$ cat config.mk
export PLATFORM = sky130hd
export DESIGN_NAME = filled_triangle_rasterizer
export DESIGN_NICKNAME = d
export VERILOG_FILES = /design/src/ftr_pkg.sv /design/src/ftr_queue.sv /design/src/ftr_div.sv /design/src/ftr_engine.sv /design/src/filled_triangle_rasterizer.sv
export SDC_FILE = /design/constraint.sdc
export NUM_CORES = 2
export LEC_CHECK = 0
export BUFFER_PORTS_ARGS = -buffer_cell sky130_fd_sc_hd__buf_2
export CORE_ASPECT_RATIO = 0.75
export CORE_MARGIN = 4
export CORE_UTILIZATION = 50
export CTS_CLUSTER_DIAMETER = 80
export CTS_CLUSTER_SIZE = 10
export DETAILED_ROUTE_END_ITERATION = 10
export HOLD_SLACK_MARGIN = 0.03
export PLACE_DENSITY = 0.73
export SLEW_MARGIN = 10
export SYNTH_ARGS = -nofsm -noshare
export SYNTH_HDL_FRONTEND = slang
export SYNTH_SLANG_ARGS = --single-unit
$ cat constraint.sdc
create_clock -name clk -period 20.1 [get_ports clk]
set_input_delay 5.025 -clock clk [delete_from_list [all_inputs] [get_ports clk]]
set_output_delay 5.025 -clock clk [all_outputs]
set_load 0.005 [all_outputs]
$ cat src/ftr_pkg.sv
// ----------------------------------------------------------------------------
// ftr_pkg
// shared codes and widths of the filled triangle rasterizer
// ----------------------------------------------------------------------------
package ftr_pkg;

  localparam int COLOR_BITS = 32;

  localparam logic FUNC_START   = 1'b0;
  localparam logic FUNC_ADVANCE = 1'b1;

endpackage

$ cat src/ftr_queue.sv
// ----------------------------------------------------------------------------
// ftr_queue
// two-entry item queue between the input port and the rasterizer engine
// ----------------------------------------------------------------------------
module ftr_queue #(
  parameter int WIDTH = 8
) (
  input  logic             clk,
  input  logic             rst,
  input  logic             wr_valid,
  output logic             wr_stall,
  input  logic [WIDTH-1:0] wr_data,
  output logic             rd_valid,
  input  logic             rd_stall,
  output logic [WIDTH-1:0] rd_data
);

  logic [WIDTH-1:0] slots [2];
  logic             wr_ptr;
  logic             rd_ptr;
  logic [1:0]       count;
  logic             push;
  logic             pop;

  assign wr_stall = (count == 2'd2);
  assign rd_valid = (count != 2'd0);
  assign rd_data  = slots[rd_ptr];
  assign push     = wr_valid && !wr_stall;
  assign pop      = rd_valid && !rd_stall;

  always_ff @(posedge clk) begin
    if (push) begin
      slots[wr_ptr] <= wr_data;
    end
    if (rst) begin
      wr_ptr <= 1'b0;
      rd_ptr <= 1'b0;
      count  <= 2'd0;
    end else begin
      if (push) wr_ptr <= ~wr_ptr;
      if (pop) rd_ptr <= ~rd_ptr;
      unique case ({push, pop})
        2'b10:   count <= count + 2'd1;
        2'b01:   count <= count - 2'd1;
        default: count <= count;
      endcase
    end
  end

endmodule

$ cat src/ftr_div.sv
// ----------------------------------------------------------------------------
// ftr_div
// restoring unsigned divider, one quotient bit per cycle
// ----------------------------------------------------------------------------
module ftr_div #(
  parameter int NUM_BITS = 28,
  parameter int DEN_BITS = 12
) (
  input  logic                clk,
  input  logic                rst,
  input  logic                start,
  input  logic [NUM_BITS-1:0] dividend,
  input  logic [DEN_BITS-1:0] divisor,
  output logic                done,
  output logic [NUM_BITS-1:0] quotient
);

  localparam int CNT_BITS = $clog2(NUM_BITS + 1);

  logic [DEN_BITS:0]   rem;
  logic [DEN_BITS:0]   rem_shift;
  logic [DEN_BITS-1:0] den;
  logic [CNT_BITS-1:0] cnt;
  logic                busy;
  logic                fits;

  assign rem_shift = {rem[DEN_BITS-1:0], quotient[NUM_BITS-1]};
  assign fits      = (rem_shift >= {1'b0, den});

  always_ff @(posedge clk) begin
    if (start) begin
      rem      <= '0;
      quotient <= dividend;
      den      <= divisor;
    end else if (busy) begin
      rem      <= fits ? (rem_shift - {1'b0, den}) : rem_shift;
      quotient <= {quotient[NUM_BITS-2:0], fits};
    end
    if (rst) begin
      busy <= 1'b0;
      cnt  <= '0;
      done <= 1'b0;
    end else begin
      done <= !start && busy && (cnt == CNT_BITS'(NUM_BITS - 1));
      if (start) begin
        busy <= 1'b1;
        cnt  <= '0;
      end else if (busy) begin
        cnt <= cnt + 1'b1;
        if (cnt == CNT_BITS'(NUM_BITS - 1)) begin
          busy <= 1'b0;
        end
      end
    end
  end

endmodule

$ cat src/ftr_engine.sv
// ----------------------------------------------------------------------------
// ftr_engine
// triangle set-up, row walking and pixel emission
// ----------------------------------------------------------------------------
module ftr_engine import ftr_pkg::*; #(
  parameter int COORD_BITS = 12,
  parameter int FRAC_BITS  = 16
) (
  input  logic                         clk,
  input  logic                         rst,
  input  logic                         item_valid,
  output logic                         item_stall,
  input  logic                         item_func,
  input  logic signed [COORD_BITS-1:0] item_x0,
  input  logic signed [COORD_BITS-1:0] item_y0,
  input  logic signed [COORD_BITS-1:0] item_x1,
  input  logic signed [COORD_BITS-1:0] item_y1,
  input  logic signed [COORD_BITS-1:0] item_x2,
  input  logic signed [COORD_BITS-1:0] item_y2,
  input  logic [COLOR_BITS-1:0]        item_color,
  output logic                         out_valid,
  input  logic                         out_stall,
  output logic                         pixel_valid,
  output logic signed [COORD_BITS-1:0] pixel_x,
  output logic signed [COORD_BITS-1:0] pixel_y,
  output logic [COLOR_BITS-1:0]        pixel_color,
  output logic                         last_pixel
);

  localparam int C  = COORD_BITS;
  localparam int F  = FRAC_BITS;
  localparam int W  = C + F + 2;
  localparam int SW = C + F + 1;
  localparam int DN = C + F;
  localparam int PW = C + 1 + SW;
  localparam logic signed [W-1:0] ONE = W'(1) <<< F;

  localparam logic [3:0] ST_IDLE    = 4'd0;
  localparam logic [3:0] ST_DIVGO   = 4'd1;
  localparam logic [3:0] ST_DIVWAIT = 4'd2;
  localparam logic [3:0] ST_MULA    = 4'd3;
  localparam logic [3:0] ST_MULB    = 4'd4;
  localparam logic [3:0] ST_MULC    = 4'd5;
  localparam logic [3:0] ST_INIT    = 4'd6;
  localparam logic [3:0] ST_SEEK    = 4'd7;
  localparam logic [3:0] ST_READY   = 4'd8;

  logic [3:0] st;

  logic signed [C-1:0]  sx0, sy0, sx1, sy1, sx2, sy2;
  logic [COLOR_BITS-1:0] color;
  logic signed [SW-1:0] slope01, slope12, slope02, short_s;
  logic [1:0]           kidx;
  logic signed [W-1:0]  long_v, short_v, cur_x, long_m, short_m;
  logic signed [PW-1:0] prod;
  logic                 lel;
  logic signed [C-1:0]  row;
  logic                 pend;
  logic signed [C-1:0]  pend_px, pend_py;

  // sorting of the incoming vertices
  logic signed [C-1:0] ax1, ay1, bx1, by1;
  logic signed [C-1:0] ax2, ay2, cx2, cy2;
  logic signed [C-1:0] bx3, by3, cx3, cy3;

  always_comb begin
    if (item_y1 < item_y0) begin
      ax1 = item_x1; ay1 = item_y1; bx1 = item_x0; by1 = item_y0;
    end else begin
      ax1 = item_x0; ay1 = item_y0; bx1 = item_x1; by1 = item_y1;
    end
    if (item_y2 < ay1) begin
      ax2 = item_x2; ay2 = item_y2; cx2 = ax1; cy2 = ay1;
    end else begin
      ax2 = ax1; ay2 = ay1; cx2 = item_x2; cy2 = item_y2;
    end
    if (cy2 < by1) begin
      bx3 = cx2; by3 = cy2; cx3 = bx1; cy3 = by1;
    end else begin
      bx3 = bx1; by3 = by1; cx3 = cx2; cy3 = cy2;
    end
  end

  // edge operands for the divider
  logic signed [C-1:0] xa, ya, xb, yb;
  logic signed [C:0]   ddx, ddy;
  logic [C-1:0]        adx;
  logic                div_start, div_done;
  logic [DN-1:0]       div_q;
  logic signed [SW-1:0] q_signed;

  always_comb begin
    unique case (kidx)
      2'd0:    begin xa = sx0; ya = sy0; xb = sx1; yb = sy1; end
      2'd1:    begin xa = sx1; ya = sy1; xb = sx2; yb = sy2; end
      default: begin xa = sx0; ya = sy0; xb = sx2; yb = sy2; end
    endcase
  end

  assign ddx = (C+1)'(xb) - (C+1)'(xa);
  assign ddy = (C+1)'(yb) - (C+1)'(ya);
  assign adx = ddx[C] ? C'(-ddx) : ddx[C-1:0];
  assign q_signed = ddx[C] ? -$signed({1'b0, div_q}) : $signed({1'b0, div_q});
  assign div_start = (st == ST_DIVGO) && (ddy != '0);

  ftr_div #(.NUM_BITS(DN), .DEN_BITS(C)) u_div (
    .clk      (clk),
    .rst      (rst),
    .start    (div_start),
    .dividend ({adx, {F{1'b0}}}),
    .divisor  (ddy[C-1:0]),
    .done     (div_done),
    .quotient (div_q)
  );

  // mid-row compare operands
  logic signed [C:0]   d01, d02;
  logic [C:0]          m_sum;
  logic [C-1:0]        m_val, m_short;
  logic                m_first;
  logic signed [W-1:0] x0f, x1f;

  assign d01     = (C+1)'(sy1) - (C+1)'(sy0);
  assign d02     = (C+1)'(sy2) - (C+1)'(sy0);
  assign m_sum   = d02 + 1'b1;
  assign m_val   = m_sum[C:1];
  assign m_first = ({1'b0, m_val} < d01);
  assign m_short = m_val - d01[C-1:0];
  assign x0f     = {{(W-C-F){sx0[C-1]}}, sx0, {F{1'b0}}};
  assign x1f     = {{(W-C-F){sx1[C-1]}}, sx1, {F{1'b0}}};

  // row walking
  logic signed [W-1:0] left_x, right_x, long_n, short_n, left_n, x_inc;
  logic signed [SW-1:0] short_s_n;
  logic signed [C-1:0]  row_n;
  logic signed [W-1:0]  x_int;
  logic signed [C-1:0]  px;
  logic                 out_free, take, lel_init, emit;
  logic signed [W-1:0]  short_init;

  assign left_x  = lel ? long_v : short_v;
  assign right_x = lel ? short_v : long_v;
  assign row_n   = row + 1'b1;
  assign long_n  = long_v + W'(slope02);

  always_comb begin
    if (row_n == sy1) begin
      short_n   = x1f;
      short_s_n = slope12;
    end else begin
      short_n   = short_v + W'(short_s);
      short_s_n = short_s;
    end
  end

  assign left_n     = lel ? long_n : short_n;
  assign x_inc      = cur_x + ONE;
  assign x_int      = (cur_x >>> F) + W'(cur_x[W-1] && (cur_x[F-1:0] != '0));
  assign px         = x_int[C-1:0];
  assign out_free   = !out_valid || !out_stall;
  assign item_stall = !(((st == ST_IDLE) || (st == ST_READY)) && out_free);
  assign take       = item_valid && !item_stall;
  assign lel_init   = (long_m < short_m);
  assign short_init = (d01 != '0) ? x0f : x1f;

  // a new result is loaded into the output register
  assign emit = (take && (item_func == FUNC_ADVANCE)
                 && ((st == ST_IDLE) || (x_inc <= right_x) || (row == sy2)))
             || ((st == ST_SEEK) && pend && out_free
                 && ((cur_x <= right_x) || (row == sy2)));

  always_ff @(posedge clk) begin
    if (rst) begin
      st        <= ST_IDLE;
      out_valid <= 1'b0;
      pend      <= 1'b0;
      kidx      <= 2'd0;
    end else begin
      out_valid <= emit || (out_valid && out_stall);
      unique case (st)
        ST_IDLE, ST_READY: begin
          if (take) begin
            if (item_func == FUNC_START) begin
              sx0 <= ax2; sy0 <= ay2; sx1 <= bx3; sy1 <= by3; sx2 <= cx3; sy2 <= cy3;
              color <= item_color;
              kidx  <= 2'd0;
              st    <= ST_DIVGO;
            end else if (st == ST_IDLE) begin
              pixel_valid <= 1'b0;
              pixel_x     <= '0;
              pixel_y     <= '0;
              pixel_color <= '0;
              last_pixel  <= 1'b0;
            end else if (x_inc <= right_x) begin
              pixel_valid <= 1'b1;
              pixel_x     <= px;
              pixel_y     <= row;
              pixel_color <= color;
              last_pixel  <= 1'b0;
              cur_x       <= x_inc;
            end else if (row == sy2) begin
              pixel_valid <= 1'b1;
              pixel_x     <= px;
              pixel_y     <= row;
              pixel_color <= color;
              last_pixel  <= 1'b1;
              st          <= ST_IDLE;
            end else begin
              pend    <= 1'b1;
              pend_px <= px;
              pend_py <= row;
              cur_x   <= x_inc;
              st      <= ST_SEEK;
            end
          end
        end
        ST_DIVGO: begin
          if (ddy == '0) begin
            unique case (kidx)
              2'd0:    slope01 <= '0;
              2'd1:    slope12 <= '0;
              default: slope02 <= '0;
            endcase
            if (kidx == 2'd2) st <= ST_MULA;
            else kidx <= kidx + 2'd1;
          end else begin
            st <= ST_DIVWAIT;
          end
        end
        ST_DIVWAIT: begin
          if (div_done) begin
            unique case (kidx)
              2'd0:    slope01 <= q_signed;
              2'd1:    slope12 <= q_signed;
              default: slope02 <= q_signed;
            endcase
            if (kidx == 2'd2) begin
              st <= ST_MULA;
            end else begin
              kidx <= kidx + 2'd1;
              st   <= ST_DIVGO;
            end
          end
        end
        ST_MULA: begin
          prod <= $signed({1'b0, m_val}) * slope02;
          st   <= ST_MULB;
        end
        ST_MULB: begin
          long_m <= x0f + prod[W-1:0];
          prod   <= m_first ? $signed({1'b0, m_val}) * slope01
                            : $signed({1'b0, m_short}) * slope12;
          st     <= ST_MULC;
        end
        ST_MULC: begin
          short_m <= (m_first ? x0f : x1f) + prod[W-1:0];
          st      <= ST_INIT;
        end
        ST_INIT: begin
          lel     <= lel_init;
          long_v  <= x0f;
          short_v <= short_init;
          short_s <= (d01 != '0) ? slope01 : slope12;
          row     <= sy0;
          cur_x   <= lel_init ? x0f : short_init;
          pend    <= 1'b0;
          st      <= ST_SEEK;
        end
        ST_SEEK: begin
          if (cur_x <= right_x) begin
            if (!pend) begin
              st <= ST_READY;
            end else if (out_free) begin
              pixel_valid <= 1'b1;
              pixel_x     <= pend_px;
              pixel_y     <= pend_py;
              pixel_color <= color;
              last_pixel  <= 1'b0;
              pend        <= 1'b0;
              st          <= ST_READY;
            end
          end else if (row == sy2) begin
            if (!pend) begin
              st <= ST_IDLE;
            end else if (out_free) begin
              pixel_valid <= 1'b1;
              pixel_x     <= pend_px;
              pixel_y     <= pend_py;
              pixel_color <= color;
              last_pixel  <= 1'b1;
              pend        <= 1'b0;
              st          <= ST_IDLE;
            end
          end else begin
            row     <= row_n;
            long_v  <= long_n;
            short_v <= short_n;
            short_s <= short_s_n;
            cur_x   <= left_n;
          end
        end
        default: st <= ST_IDLE;
      endcase
    end
  end

endmodule

$ cat src/filled_triangle_rasterizer.sv
// ----------------------------------------------------------------------------
// filled_triangle_rasterizer
// flat-fill triangle rasterizer, one result per advance transaction
// ----------------------------------------------------------------------------
// set-up: the serial slope divider computes the edge slopes in turn
// advance within a row: one pixel per cycle unless out_stall holds; rows change in ST_SEEK
// an accepted advance waits in the queue; its result is then loaded into the output register
// a two-entry queue takes input transactions while the engine is busy
// synchronous active-high reset: idle, queue and output register empty
module filled_triangle_rasterizer import ftr_pkg::*; #(
  parameter int COORD_BITS = 12,
  parameter int FRAC_BITS  = 16
) (
  input  logic                         clk,
  input  logic                         rst,
  input  logic                         in_valid,
  output logic                         in_stall,
  input  logic                         func,
  input  logic signed [COORD_BITS-1:0] vert0_x,
  input  logic signed [COORD_BITS-1:0] vert0_y,
  input  logic signed [COORD_BITS-1:0] vert1_x,
  input  logic signed [COORD_BITS-1:0] vert1_y,
  input  logic signed [COORD_BITS-1:0] vert2_x,
  input  logic signed [COORD_BITS-1:0] vert2_y,
  input  logic [COLOR_BITS-1:0]        fill_color,
  output logic                         out_valid,
  input  logic                         out_stall,
  output logic                         pixel_valid,
  output logic signed [COORD_BITS-1:0] pixel_x,
  output logic signed [COORD_BITS-1:0] pixel_y,
  output logic [COLOR_BITS-1:0]        pixel_color,
  output logic                         last_pixel
);

  localparam int IW = 1 + 6 * COORD_BITS + COLOR_BITS;

  logic [IW-1:0]         q_data;
  logic                  q_valid, q_stall;
  logic                  q_func;
  logic [COORD_BITS-1:0] q_x0, q_y0, q_x1, q_y1, q_x2, q_y2;
  logic [COLOR_BITS-1:0] q_color;

  ftr_queue #(.WIDTH(IW)) u_queue (
    .clk      (clk),
    .rst      (rst),
    .wr_valid (in_valid),
    .wr_stall (in_stall),
    .wr_data  ({func, vert0_x, vert0_y, vert1_x, vert1_y, vert2_x, vert2_y, fill_color}),
    .rd_valid (q_valid),
    .rd_stall (q_stall),
    .rd_data  (q_data)
  );

  assign {q_func, q_x0, q_y0, q_x1, q_y1, q_x2, q_y2, q_color} = q_data;

  ftr_engine #(.COORD_BITS(COORD_BITS), .FRAC_BITS(FRAC_BITS)) u_engine (
    .clk         (clk),
    .rst         (rst),
    .item_valid  (q_valid),
    .item_stall  (q_stall),
    .item_func   (q_func),
    .item_x0     ($signed(q_x0)),
    .item_y0     ($signed(q_y0)),
    .item_x1     ($signed(q_x1)),
    .item_y1     ($signed(q_y1)),
    .item_x2     ($signed(q_x2)),
    .item_y2     ($signed(q_y2)),
    .item_color  (q_color),
    .out_valid   (out_valid),
    .out_stall   (out_stall),
    .pixel_valid (pixel_valid),
    .pixel_x     (pixel_x),
    .pixel_y     (pixel_y),
    .pixel_color (pixel_color),
    .last_pixel  (last_pixel)
  );

endmodule

; Word-level counts from Yosys, hierarchy flattened
; Memory sizes are Yosys's and may differ from the RTL's. A register that Yosys moved wholly into a read port is not among the register bits.
; Cells that the tools add are included.
[totals]
reg_bits = 566
ram_bits = 210
wordCells = 337
n_memories = 1
[mem_list]
columns = memory, words, width, read_ports, rd_ports_with_merged_regs, wr, line_no
row1 = u_queue.slots, 2, 105, 1, 1, 1, ftr_queue.sv:18  ; logic [WIDTH-1:0] slots [2];
[op_classes]
add_sub_neg = 20
n_mul = 3
magnitude_cmp = 8
n_eq_ne = 42
n_mux = 157
bitwise = 7
reduce_logical = 59
[op_table]
columns = cell, count
row1 = 30-bit 2-to-1 mux, 18
row2 = 29-bit 2-to-1 mux, 17
row3 = 12-bit 2-to-1 mux, 38
row4 = 32-bit 2-to-1 mux, 9
row5 = 29-bit one-hot mux with 2 select lines, 4
row6 = 30-bit one-hot mux with 2 select lines, 3
row7 = 13-bit by 29-bit multiplier with 30-bit output, 3
row8 = 30-bit one-hot mux with 3 select lines, 1
row9 = 12-bit one-hot mux with 2 select lines, 3
row10 = 32-bit one-hot mux with 2 select lines, 1
row11 = 30-bit by 29-bit adder with 30-bit output, 2
row12 = 30-bit adder, 2
row13 = 30-bit <= comparator, 2
row14 = 28-bit 2-to-1 mux, 2
row15 = 4-bit 2-to-1 mux, 13
row16 = 12-bit by 12-bit subtractor with 13-bit output, 4
row17 = 12-bit less-than comparator, 3
row18 = 1-bit 2-to-1 mux, 35
row19 = 4-bit one-hot mux with 8 select lines, 1
row20 = 30-bit by 18-bit adder with 30-bit output (second input constant), 1
row21 = 30-bit less-than comparator, 1
row22 = 2-bit != test (second input constant), 15
row23 = 28-bit negator with 29-bit output, 1
row24 = 13-bit nonzero test, 2
row25 = 45 further kinds, 115

; Longest topological paths before layout
[depth]
word_depth = 9
mapped_depth = 42

; Hierarchy
; From an unflattened synthesis, not the netlist that was laid out.
[unflattened]
cells_unflattened = 6565
hier_area_um2 = 68625.8
[modules_own_cells]
columns = module, n_inst, cells_per_inst, area_each_um2
row1 = ftr_engine, 1, 5961, 57806.7
row2 = ftr_queue, 1, 355, 7815.0
row3 = ftr_div, 1, 249, 3004.1

; Worst setup path before layout
; Ideal clock, no wire load.
[synth_timing]
kind = input -> register
start = input port rst
end = register u_engine.long_v[0] (enable)
setup_time_ns = 0.888
arrival_time_ns = 16.471
required_ns = 19.212
slack_ns = 2.741
path_stages = 2
path_cell_list = clkbuf_1 > a2111oi_0
[synth_via]
elab_chain_len = 2
[synth_lines]
columns = element, line_no
row1 = start: declaration, filled_triangle_rasterizer.sv:15  ; input logic rst,
row2 = 1-bit inverter (no line), --
row3 = 4-bit AND reduction (no line), --
row4 = end signal: assignment, ftr_engine.sv:296  ; long_v <= long_n;
row5 = end: declaration, ftr_engine.sv:54  ; logic signed [W-1:0] long_v, short_v, cur_x, long_m, short_m;
; No other way between the ends.
; A chain may end at the register's enable or synchronous reset.

; Final worst setup path
[layout_timing]
start = register u_engine.sy0[1]
end = register u_engine.prod[29], data pin
[layout_via]
elab_chain_len = 6
elab_cells_between_ends = 10
classes_between = add/sub (4) / mul (3) / order compare (1) / mux (2)
[layout_lines]
columns = element, line_no
row1 = start: declaration, ftr_engine.sv:50  ; logic signed [C-1:0] sx0, sy0, sx1, sy1, sx2, sy2;
row2 = start signal: assignment, ftr_engine.sv:184  ; sx0 <= ax2; sy0 <= ay2; sx1 <= bx3; sy1 <= by3; sx2 <= cx3; sy2 <= cy3;
row3 = 12-bit by 12-bit subtractor with 13-bit output, ftr_engine.sv:124  ; assign d02 = (C+1)'(sy2) - (C+1)'(sy0);
row4 = 13-bit by 1-bit adder with 13-bit output, ftr_engine.sv:125  ; assign m_sum = d02 + 1'b1;
row5 = 12-bit subtractor, ftr_engine.sv:128  ; assign m_short = m_val - d01[C-1:0];
row6 = 13-bit by 29-bit multiplier with 30-bit output, ftr_engine.sv:252  ; : $signed({1'b0, m_short}) * slope12;
row7 = 30-bit 2-to-1 mux, ftr_engine.sv:251  ; prod <= m_first ? $signed({1'b0, m_val}) * slope01
row8 = 30-bit one-hot mux with 2 select lines (*), ftr_engine.sv:180  ; unique case (st)
row9 = end signal: assignment, ftr_engine.sv:246  ; prod <= $signed({1'b0, m_val}) * slope02;
row10 = end signal: assignment, ftr_engine.sv:251
row11 = end: declaration, ftr_engine.sv:55  ; logic signed [PW-1:0] prod;
; Mark *: on every way between the ends. The rest lies on a longest branch, timed or not.

==> flow_summary.yaml <==
placement:
  place_ws_ns: 9.26
  hpwl_um: 152000
  port_buffers: 168
  gp_congestion: 0.974
cells_and_area:
  fill_cells: 11900
  layout.nets: 8127
  syn2layout_area_growth_pct: 7.96
  drive_gt1_share_pct: 8.04
yosys:
  yosys_warnings: 0
  yosys.area.top_type: "edfxtp_1"
  postSynth.asyncResetShare_pct: 0
  synth-seq-cells: 777
  yosysUniqueCellTypes: 92
  ys.flop_type: "edfxtp_1"
  synth_area_per_cell_um2: 10.2
  syn_inst: 6833
  yosysMostFrequentCell: "inv_1"
  synthTopCellsByArea: "edfxtp_1, fa_1, ha_1"
  yosys.area.top_type_share_pct: 31.6
  yosys-top-cells-count: "inv_1, nand2_1, edfxtp_1, fa_1, ha_1"
  syn-num-nets: 8093
  synth-seq-area-share_pct: 32.9
  synth_edf_count: 729
  synth.cell_area_um2: 69400
route:
  wl_per_cell_um: 22.6
  final_antenna_net_count: 0
  vias_per_cell: 5.86
  drtIter0Drc: 5614
  vias: 51300
  wl_um: 198000
  drtPass1Iterations: 10
  drc: 0
cts:
  cts_tree: "yes"
  cts_hold_buf: 0
  root_buffer: "clkbuf_16"
  clk_pin_slew_ns: 0.07
  clock_sinks: 777
  clock_latency_ns: 0.72
  h-tree-depth: 3
  postCtsResizedCells: 0
  postCtsSetupRepairBufs: 0
  clock_path_buffers: 3
  cts_buffers: 90
worst_setup_path:
  crit_family: "compound AO/OA/AOI/OAI gates"
  r2r-start: "u_engine.sy0[1]$_DFFE_PP_"
  crit_required_ns: 20.54
  critPathSlowestCell: "a2111oi_0"
  critPathMaxFanout: 42
  cp-end-kind: "register"
  crit_buf_inv: 7
  crit_type: "register to register"
  critPathLaunch: "u_engine.sy0[1]$_DFFE_PP_"
  critPathMaxStageDelay_ns: 0.84
  cp-start-kind: "register"
  arrival_ns: 11.51
timing:
  rsz0062_at_grt: "no"
  timing.slew.headroom_pct: 17.9
  skew_ns: 0.0267
  worst_pin_slew_ns: 1.23
  finalSetupTns_ns: 0
  drv_slew: 0
  setup_violations: 0
  fin_ws_ns: 9.03
  finalCritPeriodShare_pct: 55.1
  report.final.hold_viol_count: 0
  fin_crit_ns: 11.07
  fmax_ghz: 0.0904
job:
  cap_violations: 0
die:
  io_pins: 169
  die_y_um: 331
  rows: 118
  coreArea_um2: 138000
  die_area_um2: 145000
  start_util_pct: 50.3
  chipWidth_um: 438
global_routing:
  grt_util_all_layers_pct: 27.4
  overflow: 0
  antenna_found_initial: 16
  grt_max_degree: 99
  grt_pass1_vias: 50900
  grt_pass1_wl_um: 305000
hold_path:
  worstHoldStart: "u_engine.prod[7]$_DFFE_PP_"
  hold_path.class: "register to register"
status:
  status: "finished, final reports clean"
==> routing by layer <==
metal,up-vias,part of all wire (%),GRT usage (%)
met2,2474,42,39.4
met3,338,13,9.43
met4,6,2.6,7.11
met1,25500,43,39.7
li1,23000,-,-
met5,-,0.023,0
==> cell type report <==
cell class | instances | area [um2] | share of cell area, %
clock inverters | 12 | 208 | 0.277
inverters | 888 | 3330 | 4.45
diodes | 4 | 10.0 | 0.0134
flip-flops and latches | 777 | 22900 | 30.5
multi-input cells | 4859 | 42300 | 56.5
clock buffers | 115 | 2360 | 3.15
repair buffers | 251 | 1480 | 1.97
well taps | 1860 | 2330 | 3.11
==> cell usage in the layout, fill, tap and decap left out, types with 46 or more instances in the layout <==
| cell type | count |
|---|---|
| inv_1 | 887 |
| nand2_1 | 866 |
| edfxtp_1 | 729 |
| fa_1 | 663 |
| ha_1 | 487 |
| nor2_1 | 322 |
| and2_1 | 286 |
| o21ai_0 | 250 |
| a21oi_1 | 221 |
| xnor2_1 | 190 |
| mux2i_1 | 185 |
| buf_2 | 168 |
| nor2b_1 | 144 |
| mux2_2 | 116 |
| xor2_1 | 103 |
| nor3_1 | 98 |
| nand3_1 | 92 |
| clkbuf_16 | 90 |
| a21o_1 | 83 |
| buf_4 | 82 |
| nand2b_1 | 65 |
| and3_1 | 62 |
| a211oi_1 | 61 |
| dfxtp_1 | 46 |
==> cell families after synthesis <==
group / synth area share, %
buffers and inverters: 6.50
AOI/OAI and AO/OA: 9.44
DFF: 32.9
muxes: 4.59
adders and majority gates: 27.9
and+or+nand+nor: 14.3
xor gates and xnor gates: 4.31
==> final timing paths <==
kind                                        to  slack (ns)  depth (start not counted)
setup reg to reg   u_engine.prod[29]$_DFFE_PP_        9.03                         37
hold / removal    u_engine.long_m[7]$_DFFE_PP_        0.44                          0
hold reg to reg   u_engine.long_m[7]$_DFFE_PP_        0.44                          0
setup / recovery   u_engine.prod[29]$_DFFE_PP_        9.03                         37
==> flip-flops by register name, summed over array words and instances (netlist names), 28 cells and up, named ones only <==
name / count
u_engine.color: 32
u_queue.slots: 210
u_engine.slope12: 29
u_engine.cur_x: 30
u_engine.pixel_color: 32
u_engine.short_s: 29
u_engine.short_v: 30
u_engine.long_v: 30
u_engine.prod: 30
u_engine.long_m: 30
u_engine.slope01: 29
u_engine.u_div.quotient: 28
u_engine.slope02: 29
u_engine.short_m: 30
==> per-stage QoR <==
stage | hold slack [ns] | area (um2) | std cells | utilization [%]
2_1_floorplan | 0.421 | 69400 | 6833 | -
3_3_place_gp | 0.424 | 72300 | 8635 | 52.4
3_5_place_dp | 0.432 | 72300 | 8635 | 52.4
4_1_cts | 0.446 | 74900 | 8762 | 54.3
5_1_grt | 0.457 | 74900 | 8763 | 54.3
6_report | 0.444 | 74900 | 8766 | 54.3
Power is left out: the tool's default activity adds up to more than one toggle a clock period on the data nets, which glitch-free logic cannot reach.
